<file path="config.mk">
export PLATFORM = sky130hd
export DESIGN_NAME = pn2d_ram
export DESIGN_NICKNAME = d
export VERILOG_FILES = /design/src/rtl/core/pn2d_ram.sv
export SDC_FILE = /design/constraint.sdc
export NUM_CORES = 2
export LEC_CHECK = 0
export BUFFER_PORTS_ARGS = -buffer_cell sky130_fd_sc_hd__buf_2
export CAP_MARGIN = 30
export CORE_ASPECT_RATIO = 1.5
export CORE_MARGIN = 2
export CORE_UTILIZATION = 55
export CTS_BUF_LIST = sky130_fd_sc_hd__clkbuf_8
export DETAILED_ROUTE_END_ITERATION = 12
export GPL_ROUTABILITY_DRIVEN = 0
export MAX_ROUTING_LAYER = met4
export PLACE_DENSITY_LB_ADDON = 0.2
export SLEW_MARGIN = 20
export SYNTH_ARGS = -nofsm -noshare
export SYNTH_HDL_FRONTEND = slang
export SYNTH_SLANG_ARGS = --single-unit
</file>
<file path="constraint.sdc">
create_clock -name aclk -period 2.25 [get_ports aclk]
set_input_delay 0.3375 -clock aclk [delete_from_list [all_inputs] [get_ports aclk]]
set_output_delay 0.3375 -clock aclk [all_outputs]
set_load 0.05 [all_outputs]
</file>
<file path="src/rtl/core/pn2d_ram.sv">
// Generic single-write, single-read RAM with registered read data.
// No dependencies.
module pn2d_ram #(
    parameter int WIDTH = 8,
    parameter int DEPTH = 256
) (
    input  logic                     aclk,
    input  logic                     en,
    input  logic                     we,
    input  logic [$clog2(DEPTH)-1:0] waddr,
    input  logic [WIDTH-1:0]         wdata,
    input  logic [$clog2(DEPTH)-1:0] raddr,
    output logic [WIDTH-1:0]         rdata
);
    logic [WIDTH-1:0] mem_reg [DEPTH];

    always_ff @(posedge aclk) begin
        if (en) begin
            if (we) begin
                mem_reg[waddr] <= wdata;
            end
            rdata <= mem_reg[raddr];
        end
    end
endmodule

</file>
# After elaboration in Yosys (flattened, before gate mapping)
# Memory sizes are Yosys's and may differ from the RTL's. A register that Yosys moved wholly into a read port is not among the register bits.
# Index checks and enable logic that the tools add are counted.
word_totals:
  mem_bits_rw: 2048
  input_bits: 27
  mem_count: 1
  out_inout_bits: 8
  word_cells: 4
  reg_bits: 0
classes:
  mux: 3
mem_list:
  columns: ["memory", "words", "width", "rd", "rd_ports_with_merged_regs", "write_ports", "line_no", "text"]
  rows:
  - ["mem_reg", 256, 8, 1, 1, 1, "15", "logic [WIDTH-1:0] mem_reg [DEPTH];"]
ops:
  columns: ["operator", "n"]
  rows:
  - ["two-way mux 1 bit", 3]

# Depth between registers and ports, before layout
logic_depth:
  word_depth: 3
  depth_mapped: 11
  ltp_nobuf: 6

# Worst setup path before layout
# OpenSTA, ideal clock, no wires.
synth_path:
  kind: "input to register"
  startpoint: "input port raddr[0]"
  endpoint: "register rdata[2] (read register of mem_reg) (data pin)"
  cell_stages: 8
  n_path_buf: 4
  t_required_ns: 1.989
  arrival_ns: 2.150
  path_slack_ns: -0.161
  setup_time_ns: 0.261
  path_cell_list: "buf_6 buf_8 buf_6 buf_4 mux4_2 a221oi_2 o32ai_1 o311a_1"
synth_lines:
  columns: ["element", "line_no", "text"]
  rows:
  - ["from (decl)", "12", "input logic [$clog2(DEPTH)-1:0] raddr,"]
  - ["to (decl)", "13", "output logic [WIDTH-1:0] rdata"]

==> results.sh <==
export IMPL_grt_usage_pct=28.6
export IMPL_timing_hold_ws_ns=0.119
export IMPL_tightest_slew_ns=0.963
export IMPL_wl_microns=203000
export IMPL_skew_ns=0.0455
export IMPL_hold_viol_final=0
export IMPL_crit_fanout=1
export IMPL_synth_top_cell_area_share_pct=77.2
export IMPL_utilization_pct=64.6
export IMPL_yosysUniqueCellTypes=63
export IMPL_nets=4655
export IMPL_period_needed_ns=2.38
export IMPL_cts_tree="yes"
export IMPL_synthArstFlopShare_pct=0
export IMPL_arrival_ns=3.13
export IMPL_clk_pin_slew_ns=0.07
export IMPL_yosysSeqAreaShare_pct=77.2
export IMPL_yosysMostFrequentCell="edfxtp_1"
export IMPL_ant_nets=0
export IMPL_viasPerCell=6.23
export IMPL_synth_ff_type="edfxtp_1"
export IMPL_crit_slowest_cell="mux4_2"
export IMPL_htreeDepth=5
export IMPL_coreArea_sq_um=145000
export IMPL_avgSynthCellArea_sq_um=21.3
export IMPL_max_slew_margin_pct=35.8
export IMPL_largest_reg_flops=2048
export IMPL_design_area_sq_um=93400
export IMPL_synthTopCellsByArea="edfxtp_1, mux4_2, mux2i_1, mux4_1, nor2_1"
export IMPL_fillCellCount=9789
export IMPL_grt_pass1_vias=43400
export IMPL_hold_class="input port to flop"
export IMPL_rsz0062_at_grt="yes"
export IMPL_antenna_found_initial=7
export IMPL_status="finished with violations"
export IMPL_ir_drop_v=0.000402
export IMPL_grt_first_pass_wirelength_microns=294000
export IMPL_hpwlAfterDp_microns=138000
export IMPL_initial_core_util_pct=55.3
export IMPL_finalSetupViolations=5
export IMPL_max_cap_violations=0
export IMPL_synth_seq_cells=2056
export IMPL_post_place_cells=6214
export IMPL_drt_pass1_iter_count=5
export IMPL_violations="negative setup slack"
export IMPL_crit_type="flop to flop"
export IMPL_clk_path_buf_depth=4
export IMPL_wl_per_cell_microns=30.1
export IMPL_clock_latency_ns=1.01
export IMPL_p_leak_nw=31.0
export IMPL_io_buffers=34
export IMPL_crit_chain="mux4_2 > o22a_1 > o211ai_1 > a311oi_2 > nor4_4 > buf_4 > nor4_1"
export IMPL_drive_gt1_share_pct=33.5
export IMPL_yosys_top_cells_count="edfxtp_1, mux4_2, nor2_1, mux2i_1, a22oi_1"
export IMPL_yosysWarnings=0
export IMPL_floorplan_rows=171
export IMPL_placed_area_sq_um=87700
export IMPL_cts_root_buf="clkbuf_8"
export IMPL_cts_sinks=2056
export IMPL_grt_ovfl_total=0
export IMPL_power_density_nw_per_um2=788
export IMPL_grt_max_degree=93
export IMPL_cpPeakStageDelay_ns=0.53
export IMPL_postSynthNetCount=3789
export IMPL_end_kind="flop"
export IMPL_synthesis_area_sq_um=79900
export IMPL_ioPinCount=35
export IMPL_instances_no_fill=6741
export IMPL_dieArea_sq_um=148000
export IMPL_die_y_microns=471
export IMPL_drtIter0Drc=4792
export IMPL_post_route_period_util_pct=106
export IMPL_synthCells=3762
export IMPL_fin_ws_ns=-0.127
export IMPL_critPathLaunchType="flop"
export IMPL_max_freq_mhz=421
export IMPL_fp_dieW_microns=315
export IMPL_worstPathRequired_ns=3.01
export IMPL_vias=42000
export IMPL_synth_top_cell_by_area="edfxtp_1"
export IMPL_drc=0
export IMPL_drv_slew=0
export IMPL_cts_buffers=303
export IMPL_area_growth_pct=16.8
export IMPL_synth_edff_count=2056
-- what timing repair did --
item,4_1_cts,5_1_grt
resized for setup,39,26
buffers inserted,0,0
gates cloned,0,0
pin swaps,19,23
hold endpoints to repair,626,0
endpoints found under the setup margin,8,8
hold buffers,14,0
-- area by class of cell --
type / instances / area [sq um] / area share (%)
diodes: 5 / 12.5 / 0.0134
well taps: 1903 / 2380 / 2.55
multi-input cells: 1470 / 17000 / 18.2
flip-flops and latches: 2056 / 61700 / 66.1
clock inverters: 198 / 920 / 0.985
repair buffers: 795 / 7050 / 7.55
clock buffers: 312 / 4290 / 4.60
inverters: 2 / 7.51 / 0.00804
-- layout by cell type, fill, tap and decap left out, drive strengths merged, types with 24 or more instances in the layout --
cell type,instances
o22ai,42
mux2i,153
nor2b,24
mux4,442
clkinv,111
nand2,49
a22oi,135
nor2,287
buf,773
inv,83
clkbuf,320
nand3,28
edfxtp,2056
o221ai,42
a21oi,85
-- cell families (layout without fill, tap and decap cells) --
logic type / after synthesis / in the layout / share of synthesized area, %
compound gates: 397 / 397 / 3.55
flops: 2056 / 2056 / 77.2
mux: 595 / 595 / 14.6
simple gates: 478 / 478 / 2.66
other cells: 0 / 5 / 0
buf+inv: 236 / 1307 / 1.98
-- worst max-delay path, delay by kind of cell (launching register included) --
family | cells | cell delay (ns)
buf+inv | 1 | 0.19
simple gates | 2 | 0.41
flops | 1 | 0.36
compound gates | 3 | 0.63
mux | 1 | 0.53
-- power by group --
group          total (mW)  internal, mW  switching, mW
Combinational        4.54          1.84           2.70
Clock                26.8          13.3           13.6
Sequential           42.2          42.2         0.0378
Total                73.6          57.3           16.3
-- worst paths after layout --
check        cells after the start  slack (ns)      startpoint               to
max                              7       -0.13  mem_reg[43][0]         rdata[0]
min                              4        0.12        waddr[1]  mem_reg[155][7]
max reg2reg                      7       -0.13  mem_reg[43][0]         rdata[0]
min reg2reg                      4        1.07  mem_reg[76][2]         rdata[2]
-- stage by stage --
step           total power [mW]  setup WS (ns)  setup TNS, ns
2_1_floorplan              45.2        -0.0458         -0.197
3_5_place_dp               47.5          -1.16          -7.93
6_report                   73.6         -0.127         -0.326
3_3_place_gp               47.4          -1.33          -8.69
5_1_grt                    75.8         -0.151         -0.389
4_1_cts                    74.1         -0.119         -0.282
-- per-layer routing --
metal | wire length (microns) | up-vias | GRT usage, %
li1 | - | 17600 | -
met1 | 72700 | 22100 | 34.5
met2 | 107000 | 1844 | 48.1
met3 | 13800 | 435 | 4.45
met4 | 9700 | 0 | 12.2
met5 | 0 | - | -
No activity file was read; power rests on OpenSTA's default activity.
