### src/rtl/core/pn2d_pkg.sv
// Shared types, codes and a helper function for the 2D gradient noise pipeline.
// No dependencies.
package pn2d_pkg;

    localparam int PERM_SIZE = 256;
    localparam int PERM_AW   = 8;

    localparam logic [1:0] CMD_LOAD_PERM = 2'd0;
    localparam logic [1:0] CMD_LOAD_GRAD = 2'd1;
    localparam logic [1:0] CMD_EVAL      = 2'd2;

    localparam logic [1:0] CFG_COORD_STEP     = 2'd0;
    localparam logic [1:0] CFG_OUTPUT_SCALE   = 2'd1;
    localparam logic [1:0] CFG_GRADIENT_COUNT = 2'd2;

    typedef logic [PERM_AW-1:0] perm_t;
    typedef logic [15:0] frac_t;
    typedef logic [16:0] fade_t;
    typedef logic signed [15:0] comp_t;

    // One restoring step of an 8-bit remainder against a divisor of up to 256.
    function automatic perm_t mod_step(perm_t r, logic b, logic [8:0] d);
        logic [8:0] t;
        t = {r, b};
        if (t >= d) begin
            return perm_t'(t - d);
        end
        return t[7:0];
    endfunction

endpackage

### src/rtl/core/pn2d_fade.sv
// Three-stage quintic fade curve 6t^5 - 15t^4 + 10t^3 on a Q0.16 fraction.
// Depends on pn2d_pkg.
module pn2d_fade (
    input  logic            aclk,
    input  logic [2:0]      en,
    input  pn2d_pkg::frac_t t,
    output pn2d_pkg::fade_t fade
);
    import pn2d_pkg::*;

    frac_t       t_a_reg;
    frac_t       t2_a_reg;
    frac_t       t3_b_reg;
    logic [19:0] k_b_reg;
    fade_t       fade_c_reg;
    logic [31:0] sq;
    logic [31:0] cube;
    logic [20:0] k_next;
    logic [35:0] prod;

    always_comb begin
        sq     = 32'(t) * 32'(t);
        cube   = 32'(t2_a_reg) * 32'(t_a_reg);
        k_next = 21'(6) * 21'(t2_a_reg) + 21'(655360) - 21'(15) * 21'(t_a_reg);
        prod   = 36'(t3_b_reg) * 36'(k_b_reg);
    end

    always_ff @(posedge aclk) begin
        if (en[0]) begin
            t_a_reg  <= t;
            t2_a_reg <= sq[31:16];
        end
        if (en[1]) begin
            t3_b_reg <= cube[31:16];
            k_b_reg  <= k_next[19:0];
        end
        if (en[2]) begin
            fade_c_reg <= prod[32:16];
        end
    end

    assign fade = fade_c_reg;
endmodule

### config.mk
export PLATFORM = sky130hd
export DESIGN_NAME = pn2d_fade
export DESIGN_NICKNAME = d
export VERILOG_FILES = /design/src/rtl/core/pn2d_pkg.sv /design/src/rtl/core/pn2d_fade.sv
export SDC_FILE = /design/constraint.sdc
export NUM_CORES = 2
export LEC_CHECK = 0
export ABC_AREA = 0
export CORE_MARGIN = 5
export CORE_UTILIZATION = 30
export CTS_BUF_LIST = sky130_fd_sc_hd__clkbuf_4 sky130_fd_sc_hd__clkbuf_8
export CTS_CLUSTER_DIAMETER = 50
export DETAILED_ROUTE_END_ITERATION = 10
export DONT_BUFFER_PORTS = 1
export PLACE_DENSITY = 0.53
export SLEW_MARGIN = 30
export SYNTH_ARGS = -nofsm -noshare
export SYNTH_HDL_FRONTEND = slang
export SYNTH_SLANG_ARGS = --single-unit
### constraint.sdc
create_clock -name aclk -period 24.1 [get_ports aclk]
set_clock_uncertainty 0.1 [all_clocks]
set_input_delay 6.025 -clock aclk [delete_from_list [all_inputs] [get_ports aclk]]
set_output_delay 6.025 -clock aclk [all_outputs]
set_load 0.01 [all_outputs]
Word-level counts from Yosys, hierarchy flattened
Cells that the tools add are included.
- register bits: 85
- bits of input ports: 20
- output and inout bits: 17
- logic and storage cells: 12
- add/subtract/negate cells: 2
- multipliers: 5
- operators with widths (kind ; number):
    16-bit by 16-bit multiplier with 32-bit output ; 2
    16-bit by 20-bit multiplier with 33-bit output ; 1
    19-bit by 20-bit adder with 20-bit output (second input constant) ; 1
    4-bit by 16-bit multiplier with 20-bit output (first input constant) ; 1
    20-bit subtractor ; 1
    2-bit by 16-bit multiplier with 18-bit output (first input constant) ; 1

Depth between registers and ports, before layout
- depth in word-level cells: 3
- mapped depth: 24
- mapped depth without buffers: 23

Worst setup path after synthesis
Ideal clock, no wire load.
- path kind: input port to flip-flop
- start point: in t[1]
- end point: reg t2_a_reg[15] (data pin)
- setup time: 0.270 ns
- arrival: 11.458 ns
- required time: 23.730 ns
- path slack: 12.272 ns
- stages on the path: 21
- cell sequence: clkbuf_1 clkbuf_1 nand2_1 fa_1 fa_1 inv_1 fa_1 fa_1 fa_1 inv_1 fa_1 inv_1 ha_1 nand4_1 a2111oi_0 o211ai_1 o2111ai_1 a31oi_2 nor4_1 a2111oi_1 xnor2_1
- longest elaborated chain between the ends: 1
- RTL lines (what ; line ; source):
    from (decl) ; pn2d_fade.sv:6 ; input pn2d_pkg::frac_t t,
    16-bit by 16-bit multiplier with 32-bit output ; pn2d_fade.sv:22 ; sq = 32'(t) * 32'(t);
    named net sq[31] ; pn2d_fade.sv:16 ; logic [31:0] sq;
    to (signal assigned) ; pn2d_fade.sv:31 ; t2_a_reg <= sq[31:16];
    to (decl) ; pn2d_fade.sv:12 ; frac_t t2_a_reg;
The timed path passes the listed nets, and every way through them passes these cells.
A chain may end at the register's enable or synchronous reset.

Worst setup path in the final report
- start point: in t[3]
- end point: reg t2_a_reg[15] (data pin)
The elaborated chain is that of the path after synthesis.

==> results.json <==
{
  "cp.arrival_ns": 11.75,
  "dr.max_layer_used": "met4",
  "num_rows": 115,
  "vias": 19642,
  "setup_viol": 0,
  "dpl.hpwl_um": 53100,
  "grt_max_degree": 37,
  "synth-xor-area-share": 0.0264,
  "post-route-min-period_ns": 11.67,
  "synth_top_family_by_area": "adder cells",
  "clkSinkCount": 85,
  "slew_headroom": 0.301,
  "num-fill-cells": 10217,
  "grt_overflow_total": 0,
  "synth_fa_ha_area_frac": 0.581,
  "met2_length_um": 30700,
  "slew_violations": 0,
  "cp-end-kind": "register",
  "final_nets": 4098,
  "port_buffers": 0,
  "cts_root_buffer": "clkbuf_8",
  "ys.flop_type": "edfxtp_1",
  "synthMuxAreaShare": 0.000713,
  "status": "finished clean",
  "synth-simple-area-share": 0.142,
  "seq_area_um2": 2550,
  "die_y_um": 325,
  "cp.required_ns": 24.18,
  "dr.pass1.iters": 7,
  "core_area_um2": 98600,
  "met3WireLength_um": 2940,
  "drc": 0,
  "cts.hold.buffers_added": 0,
  "multiInputGateArea_um2": 23900,
  "rsz0062_at_grt": "no",
  "routed_wl_um": 67600,
  "crit_type": "input pin to register",
  "synth_compound_area_frac": 0.0515,
  "synth_edf_count": 85,
  "io_pins": 37,
  "syn_area_per_cell_um2": 9.47,
  "clk_path_buf_depth": 2,
  "grt_pass1_wl_um": 114000,
  "cp_max_fo": 17,
  "tritoncts": "yes",
  "synth-seq-cells": 85,
  "h-tree-depth": 3,
  "synthesis.area_um2": 29800,
  "ys_async_sr_fraction": 0,
  "grt_pass1_vias": 21502,
  "setup_tns_ns": 0,
  "synth_nets": 4164,
  "area_delta_synth_final_pct": 5.51,
  "grtUsageTotal": 0.132,
  "max_freq_ghz": 0.0857,
  "die_w_um": 325,
  "clkTransAtPathRegs_ns": 0.10,
  "gp_congestion": 0.800,
  "layout-drive-gt1-share": 0.0178,
  "final_antenna_net_count": 0,
  "dieArea_um2": 106000,
  "cap_violations": 0,
  "crit_path_start_kind": "input pin",
  "avgRoutedWirePerCell_um": 15.5,
  "netlist_instances": 3149,
  "cts_buffers": 9,
  "routed_via_density": 4.49,
  "yosys_warnings": 0,
  "wl_met1_um": 33300,
  "worst_pin_slew_ns": 1.05,
  "clk_latency_ns": 0.46,
  "fin_crit_sh": 0.484,
  "largest_reg_flops": 20,
  "drt-initial-drc-count": 881,
  "ys_types": 64,
  "post_cts_buffers": 0,
  "antenna_found_initial": 1,
  "initial_core_util": 0.303,
  "ys_seq_area_frac": 0.0856,
  "hold_viol_final": 0,
  "cts-resized-gates": 0,
  "hold_class": "register to register"
}
[worst paths after layout]
| path | from | end | slack (ns) | cells after the start |
|---|---|---|---|---|
| min reg2reg | t_a_reg[0] | k_b_reg[0] | 1.07 | 0 |
| min | t_a_reg[0] | k_b_reg[0] | 1.07 | 0 |
| max reg2reg | t2_a_reg[7] | t3_b_reg[14] | 16.90 | 20 |
| max | t[3] | t2_a_reg[15] | 12.43 | 23 |
[cell families after synthesis]
logic type / Yosys count
buffers and inverters: 896
multiplexers: 2
AO/OA/AOI/OAI: 223
XOR/XNOR: 90
AND/OR/NAND/NOR: 858
adder cells (fa/ha/maj): 995
flip-flops: 85
[area by class of cell]
type                            count  share of cell area
Antenna cell                        1           0.0000795
Clock buffer                        9             0.00394
Clock inverter                      6             0.00282
Inverter                          796              0.0949
Multi-Input combinational cell   2168               0.760
Sequential cell                    85              0.0811
Tap cell                         1287              0.0512
Timing Repair Buffer               23             0.00620
[layer usage]
metal  vias up  global-route usage
met5         -                   0
met4         0              0.0196
li1       9294                   -
met2       334               0.214
met1      9980               0.192
met3        34              0.0190
[placed cells by master (no fill, tap or decap), types with 27 or more instances in the layout]
master and count:
a21oi_1 60, a21o_1 33, xnor2_1 63, xor2_1 27
nor2_1 53, inv_1 796, ha_1 346, nand2_1 392
o21ai_0 37, and2_1 315, edfxtp_1 85, fa_1 649
[worst max-delay path: stages]
cell and delay [ns]:
nand2_1 0.09, inv_1 0.07, fa_1 0.53, inv_1 0.06
fa_1 0.53, inv_1 0.05, fa_1 0.49, inv_1 0.06
fa_1 0.54, inv_1 0.05, fa_1 0.47, inv_1 0.05
fa_1 0.47, inv_1 0.04, ha_1 0.31, nand4_1 0.08
a2111oi_0 0.47, o211ai_1 0.21, o2111ai_1 0.34, a31oi_2 0.22
nor4_1 0.33, a2111oi_1 0.10, xnor2_1 0.14
[cells in the mapped netlist, drive strengths merged, types with 33 or more instances]
master,count,share of area
inv,796,0.10
fa,649,0.44
nand2,392,0.049
ha,346,0.15
and2,315,0.066
clkbuf,98,0.012
edfxtp,85,0.086
xnor2,63,0.018
a21oi,60,0.010
nor2,53,0.0067
o21ai,39,0.0067
a21o,33,0.0083
[stage by stage]
step           hold WS, ns  std cells   util  area, µm²  setup WS [ns]
3_5_place_dp          1.04       4355  0.317      31200          11.94
2_1_floorplan        0.422       3149      -      29800          12.27
6_report              1.07       4375  0.319      31500          12.43
3_3_place_gp          1.04       4355  0.317      31200          12.09
5_1_grt               1.10       4375  0.319      31500          12.15
4_1_cts               1.07       4370  0.319      31400          12.44
Power is not shown: default switching activity piles up to over one toggle a cycle in this logic, so the estimate is an artifact.
