`src/rtl/core/pn2d_pkg.sv`:
```
// Shared types, codes and a helper function for the 2D gradient noise pipeline.
// No dependencies.
package pn2d_pkg;

    localparam int PERM_SIZE = 256;
    localparam int PERM_AW   = 8;

    localparam logic [1:0] CMD_LOAD_PERM = 2'd0;
    localparam logic [1:0] CMD_LOAD_GRAD = 2'd1;
    localparam logic [1:0] CMD_EVAL      = 2'd2;

    localparam logic [1:0] CFG_COORD_STEP     = 2'd0;
    localparam logic [1:0] CFG_OUTPUT_SCALE   = 2'd1;
    localparam logic [1:0] CFG_GRADIENT_COUNT = 2'd2;

    typedef logic [PERM_AW-1:0] perm_t;
    typedef logic [15:0] frac_t;
    typedef logic [16:0] fade_t;
    typedef logic signed [15:0] comp_t;

    // One restoring step of an 8-bit remainder against a divisor of up to 256.
    function automatic perm_t mod_step(perm_t r, logic b, logic [8:0] d);
        logic [8:0] t;
        t = {r, b};
        if (t >= d) begin
            return perm_t'(t - d);
        end
        return t[7:0];
    endfunction

endpackage

```
`src/rtl/core/pn2d_hmod.sv`:
```
// Two-stage restoring remainder of an 8-bit hash by the gradient count.
// Depends on pn2d_pkg.
module pn2d_hmod (
    input  logic            aclk,
    input  logic [1:0]      en,
    input  pn2d_pkg::perm_t hash,
    input  logic [8:0]      divisor,
    output pn2d_pkg::perm_t rem
);
    import pn2d_pkg::*;

    perm_t       r_a_reg;
    logic [3:0]  low_a_reg;
    perm_t       r_b_reg;
    perm_t       ra;
    perm_t       rb;

    always_comb begin
        ra = '0;
        for (int i = 7; i >= 4; i--) begin
            ra = mod_step(ra, hash[i], divisor);
        end
        rb = r_a_reg;
        for (int i = 3; i >= 0; i--) begin
            rb = mod_step(rb, low_a_reg[i], divisor);
        end
    end

    always_ff @(posedge aclk) begin
        if (en[0]) begin
            r_a_reg   <= ra;
            low_a_reg <= hash[3:0];
        end
        if (en[1]) begin
            r_b_reg <= rb;
        end
    end

    assign rem = r_b_reg;
endmodule
```
`config.mk`:
```
export PLATFORM = sky130hd
export DESIGN_NAME = pn2d_hmod
export DESIGN_NICKNAME = d
export VERILOG_FILES = /design/src/rtl/core/pn2d_pkg.sv /design/src/rtl/core/pn2d_hmod.sv
export SDC_FILE = /design/constraint.sdc
export NUM_CORES = 1
export LEC_CHECK = 0
export ABC_AREA = 1
export BUFFER_PORTS_ARGS = -buffer_cell sky130_fd_sc_hd__clkbuf_2
export CAP_MARGIN = 0
export CORE_ASPECT_RATIO = 0.6
export CORE_MARGIN = 4
export CORE_UTILIZATION = 30
export DETAILED_ROUTE_END_ITERATION = 12
export PLACE_DENSITY_LB_ADDON = 0.08
export SYNTH_ARGS = -nofsm -noshare
export SYNTH_HDL_FRONTEND = slang
export SYNTH_SLANG_ARGS = --single-unit
```
`constraint.sdc`:
```
create_clock -name aclk -period 12.3 [get_ports aclk]
set_clock_uncertainty 0.1 [all_clocks]
set_input_delay 1.845 -clock aclk [delete_from_list [all_inputs] [get_ports aclk]]
set_output_delay 1.845 -clock aclk [all_outputs]
set_load 0.005 [all_outputs]
```
; Word-level counts from Yosys, hierarchy flattened
; Cells that the tools add are included.
[op_classes]
addsub = 8
n_lt_le_gt_ge = 8
mux = 24
[ops]
columns = operator, count
row1 = $mux W8, 16
row2 = $ge A9 B9 Y1, 7
row3 = $sub A8 B8 Y8, 7
row4 = $ge A1 B9 Y1, 1
row5 = $mux W1, 8
row6 = $sub A1 B8 Y8, 1
[totals]
out_inout_bits = 8
register_bits = 20
input_bits = 20
wordCells = 43

; Longest topological paths before layout
[depth]
depth_word = 12
ltp_mapped = 44
depth_no_buf = 43

; Worst setup path after synthesis
; Ideal clock, no wire load.
[synth_path]
kind = input -> register
from = in divisor[1]
to = reg r_b_reg[2], in the netlist rem[2], data pin
t_arrival_ns = 6.975
n_path_buf = 3
cell_stages = 37
setup_ns = 0.261
required_ns = 11.939
path_slack_ns = 4.964
path_cell_list = inv_1 > ha_1 > nand2_1 > nor2_1 > nand2_1 > nand3_2 > nand2_2 > nand2_2 > buf_6 > or2_1 > nand2_1 > inv_1 > ha_1 > nand2_1 > inv_1 > a21oi_1 > nand3_2 > nor2_4 > inv_4 > nand2_1 > nand2_1 > ha_1 > a21o_1 > a21boi_1 > nand3_1 > nor2_2 > buf_6 > nand3_1 > and2_1 > ha_1 > a21oi_1 > nand2_1 > nand4_1 > o211ai_1 > a21oi_1 > buf_4 > o21ai_0
[synth_via]
elab_chain_cells = 12
[synth_rtl]
columns = element, line_no
row1 = from (decl), pn2d_hmod.sv:7  ; input logic [8:0] divisor,
row2 = $sub A8 B8 Y8 / $ge A9 B9 Y1 (equally long branches), "pn2d_pkg.sv:26, pn2d_pkg.sv:25"
row3 = $mux W8 / $mux W1 (equally long branches), pn2d_pkg.sv:25  ; if (t >= d) begin
row4 = $mux W8, pn2d_pkg.sv:28  ; return t[7:0];
row5 = $sub A8 B8 Y8 / $ge A9 B9 Y1 (equally long branches), "pn2d_pkg.sv:26, pn2d_pkg.sv:25"
row6 = $mux W8 / $mux W1 (equally long branches), pn2d_pkg.sv:25
row7 = $mux W8, pn2d_pkg.sv:28
row8 = $sub A8 B8 Y8 / $ge A9 B9 Y1 (equally long branches), "pn2d_pkg.sv:26, pn2d_pkg.sv:25"
row9 = $mux W8 / $mux W1 (equally long branches), pn2d_pkg.sv:25
row10 = $mux W8, pn2d_pkg.sv:28
row11 = $ge A9 B9 Y1 / $sub A8 B8 Y8 (equally long branches), "pn2d_pkg.sv:25, pn2d_pkg.sv:26"
row12 = $mux W1 / $mux W8 (equally long branches), pn2d_pkg.sv:25
row13 = $mux W8 (*), pn2d_pkg.sv:28
row14 = via rb[2], pn2d_hmod.sv:16  ; perm_t rb;
row15 = to (signal assigned), pn2d_hmod.sv:35  ; r_b_reg <= rb;
row16 = to (decl), pn2d_hmod.sv:14  ; perm_t r_b_reg;
; Mark *: on every way through the listed nets, which the timed path passes. The rest lies on a longest branch. The select of a mux whose other input is x is not followed.
; A chain may end at the register's enable or synchronous reset.

; Worst setup path in the final report
[layout_path]
from = in divisor[1]
to = reg r_b_reg[5], in the netlist rem[5], data pin
[layout_via]
elab_chain_cells = 12
[layout_rtl]
columns = element, line_no
row1 = $sub A8 B8 Y8 / $ge A9 B9 Y1 (equally long branches), "pn2d_pkg.sv:26, pn2d_pkg.sv:25"
row2 = $mux W8 / $mux W1 (equally long branches), pn2d_pkg.sv:25
row3 = $mux W8, pn2d_pkg.sv:28
row4 = $sub A8 B8 Y8 / $ge A9 B9 Y1 (equally long branches), "pn2d_pkg.sv:26, pn2d_pkg.sv:25"
row5 = $mux W8 / $mux W1 (equally long branches), pn2d_pkg.sv:25
row6 = $mux W8, pn2d_pkg.sv:28
row7 = $sub A8 B8 Y8 / $ge A9 B9 Y1 (equally long branches), "pn2d_pkg.sv:26, pn2d_pkg.sv:25"
row8 = $mux W8 / $mux W1 (equally long branches), pn2d_pkg.sv:25
row9 = $mux W8, pn2d_pkg.sv:28
row10 = $sub A8 B8 Y8 / $ge A9 B9 Y1 (equally long branches), "pn2d_pkg.sv:26, pn2d_pkg.sv:25"
row11 = $mux W8 / $mux W1 (equally long branches), pn2d_pkg.sv:25
row12 = $mux W8 (*), pn2d_pkg.sv:28
row13 = via rb[5], pn2d_hmod.sv:16
; Marked as above.

==> reports/metrics.yaml <==
setup_path:
  worst_r2r_path_depth: 36
  slowest_stage: "a21oi_1"
  worstSetupStartpointType: "input pin"
  crit_path_end_kind: "register"
  crit_fanout: 15
  r2r_slack_ns: 5.09
  worstSetupPathType: "in -> reg"
  worstPathRequired_ns: 12.21
  crit_end: "rem[5]$_DFFE_PP_"
  r2r-start: "r_a_reg[3]$_DFFE_PP_"
  critPathLaunch: "divisor[1]"
  reg2reg_to: "rem[5]$_DFFE_PP_"
  cp.arrival_ns: 8.98
  worst_path_largest_cell_delay_ns: 0.64
  cp_common_cell: "nand2_1"
global_routing:
  grt-busiest-layer: "met1"
  antenna_found_initial: 0
  gr-usage-met2_pct: 22.2
  grt_pass1_wl_microns: 21000
  grt_max_degree: 16
  grt_util_met3_pct: 2.03
  grtUsageTotal_pct: 16.4
  grt-ovfl-total: 0
  grt_util_met1_pct: 27.7
  grt_pass1_vias: 3854
sta:
  setup_tns_ns: 0
  slew_viol_final: 0
  max_slew.worst_pin.slew_ns: 0.779
  slew_headroom_pct: 48.1
  finalHoldViolCount: 0
  min_period_ns: 9.07
  finalCritPeriodShare_pct: 73.8
  setup_viol: 0
  max_freq_mhz: 110
  rsz0062_at_grt: "no"
detailed_routing:
  drc: 0
  first_pass_iters: 5
  drtIter0Drc: 353
  wl_per_cell_microns: 15.7
  viasPerCell: 4.92
  wl_microns: 13200
  antenna_left: 0
  vias: 4139
floorplanning:
  initial_core_util_pct: 30.7
  rows: 33
  core_sq_um: 13700
  die_w_microns: 161
  io_pins: 28
  fp.dieH_microns: 99.8
  die_area_sq_um: 16100
clock_network:
  cts-buffers-inserted: 3
  cts_max_level: 1
  clk_pin_slew_ns: 0.06
  ctsResizeCount: 0
  cts-hold-fix-buffers: 0
  clock_latency_ns: 0.25
  root_buffer: "clkbuf_16"
  cts_tree: "yes"
  clock_sinks: 20
  cts_buffer_depth: 2
  post_cts_buffers: 0
yosys:
  synthDistinctLibCells: 40
  syn_nets: 716
  ys_seq_area_share_pct: 14.3
  ys_seq_elements: 20
  synth_area_sq_um: 4210
  postSynthCellCount: 624
  yosysWarnings: 0
  post_synth.cell_area_avg_sq_um: 6.75
placement:
  port_buffers: 27
  hpwlAfterDp_microns: 11000
  gp_congestion: 0.905
layout:
  final_util_pct: 33.7
  final_cell_mix: "175 x nand2_1, 91 x inv_1, 65 x ha_1"
  fin_nets: 743
  area_delta_synth_final_pct: 9.84
  layout_commonest_cell: "nand2_1"
  drive_gt1_share_pct: 9.69
  antennaDiodeCount: 0
pwr:
  ir_drop_uv: 99.2
  powerDensity_nw_per_um2: 188
  leakagePower_nw: 2.51
status:
  status: "completed"
run:
  max-cap-violations: 0
hold_path:
  hold_path_class: "reg -> reg"
-- cells in the mapped netlist --
| cell | instances | area share [%] |
|---|---|---|
| o21a_1 | 1 | 0.18 |
| nand3_2 | 10 | 2.4 |
| inv_2 | 1 | 0.089 |
| nor2_4 | 2 | 0.53 |
| xor2_1 | 24 | 5.0 |
| mux2i_1 | 2 | 0.48 |
| and2_1 | 11 | 1.6 |
| buf_2 | 2 | 0.24 |
| nor2_1 | 27 | 2.4 |
| nand2_2 | 10 | 1.5 |
| a21boi_0 | 2 | 0.36 |
| buf_6 | 2 | 0.53 |
| a211oi_1 | 3 | 0.53 |
| a21oi_1 | 38 | 4.5 |
| inv_1 | 91 | 8.1 |
| a31oi_1 | 6 | 0.89 |
| o21ai_2 | 2 | 0.42 |
| a21boi_1 | 2 | 0.36 |
| nand2_1 | 175 | 16 |
| nor3_1 | 5 | 0.59 |
| buf_4 | 1 | 0.18 |
| nor2_2 | 3 | 0.45 |
| a21o_1 | 5 | 0.89 |
| inv_4 | 1 | 0.15 |
| and3_1 | 1 | 0.15 |
| xnor2_1 | 15 | 3.1 |
| o21ai_1 | 4 | 0.48 |
| edfxtp_1 | 20 | 14 |
| or2_2 | 3 | 0.45 |
| ha_1 | 65 | 19 |
| o21bai_1 | 2 | 0.36 |
| fa_1 | 7 | 3.3 |
| nor4_1 | 1 | 0.15 |
| nand4_1 | 9 | 1.3 |
| o211ai_1 | 3 | 0.53 |
| nand3b_1 | 4 | 0.71 |
| nand3_1 | 54 | 6.4 |
| or2_1 | 1 | 0.15 |
| nor3b_2 | 1 | 0.30 |
| o21ai_0 | 8 | 0.95 |
-- kinds of logic (layout without fill, tap and decap cells) --
family	Yosys count	count (layout)	synth area share (%)
AO/OA/AOI/OAI	76	76	10.5
XOR/XNOR	39	39	8.11
adder cells (fa/ha/maj)	72	72	22.6
buffers and inverters	98	124	9.30
flip-flops	20	20	14.3
multiplexers	2	2	0.476
AND/OR/NAND/NOR	317	317	34.7
-- critical path, delay by kind of cell --
family | cells | cell delay, ns
compound gates | 4 | 1.09
fa+ha+maj | 4 | 1.39
buf+inv | 6 | 1.20
simple gates | 26 | 3.41
-- area by class of cell --
class | count | area [sq um]
Fill cell | 1525 | 9080
Multi-Input combinational cell | 506 | 3220
Sequential cell | 20 | 601
Inverter | 93 | 352
Tap cell | 192 | 240
Timing Repair Buffer | 27 | 135
Clock buffer | 3 | 75.1
Clock inverter | 1 | 3.75
-- stage by stage --
stage	instance area [sq um]	std cells	setup slack [ns]	hold slack, ns	total power [mW]
after global placement	4550	838	3.21	0.562	0.802
after floorplan	4210	624	4.96	0.425	0.633
final	4620	842	3.23	0.488	0.871
after detailed placement	4550	838	3.02	0.471	0.788
after global routing	4620	842	2.46	0.513	0.960
after CTS	4620	842	3.27	0.504	0.864
-- per-layer routing --
layer  wire [microns]  vias up
li1                 -     2109
met1             7640     1902
met2             4770      124
met3              752        4
met4               40        0
met5                0        -
-- report_power, final --
part,switching [mW],total [mW],internal [mW]
clock,0.0257,0.0691,0.0434
combinational,0.431,0.681,0.250
sequential,0.00781,0.121,0.113
total,0.464,0.871,0.407
-- how the worst min path moves through the flow --
stage                      startpoint                to  slack (ns)  depth (start not counted)
2_1_floorplan  low_a_reg[0]$_DFFE_PP_  rem[0]$_DFFE_PP_        0.43                          2
3_3_place_gp   low_a_reg[0]$_DFFE_PP_  rem[0]$_DFFE_PP_        0.56                          2
3_5_place_dp   low_a_reg[0]$_DFFE_PP_  rem[0]$_DFFE_PP_        0.47                          2
4_1_cts        low_a_reg[0]$_DFFE_PP_  rem[0]$_DFFE_PP_        0.50                          2
5_1_grt        low_a_reg[0]$_DFFE_PP_  rem[0]$_DFFE_PP_        0.51                          2
6_report       low_a_reg[0]$_DFFE_PP_  rem[0]$_DFFE_PP_        0.49                          2
No activity file was read; power rests on OpenSTA's default activity.
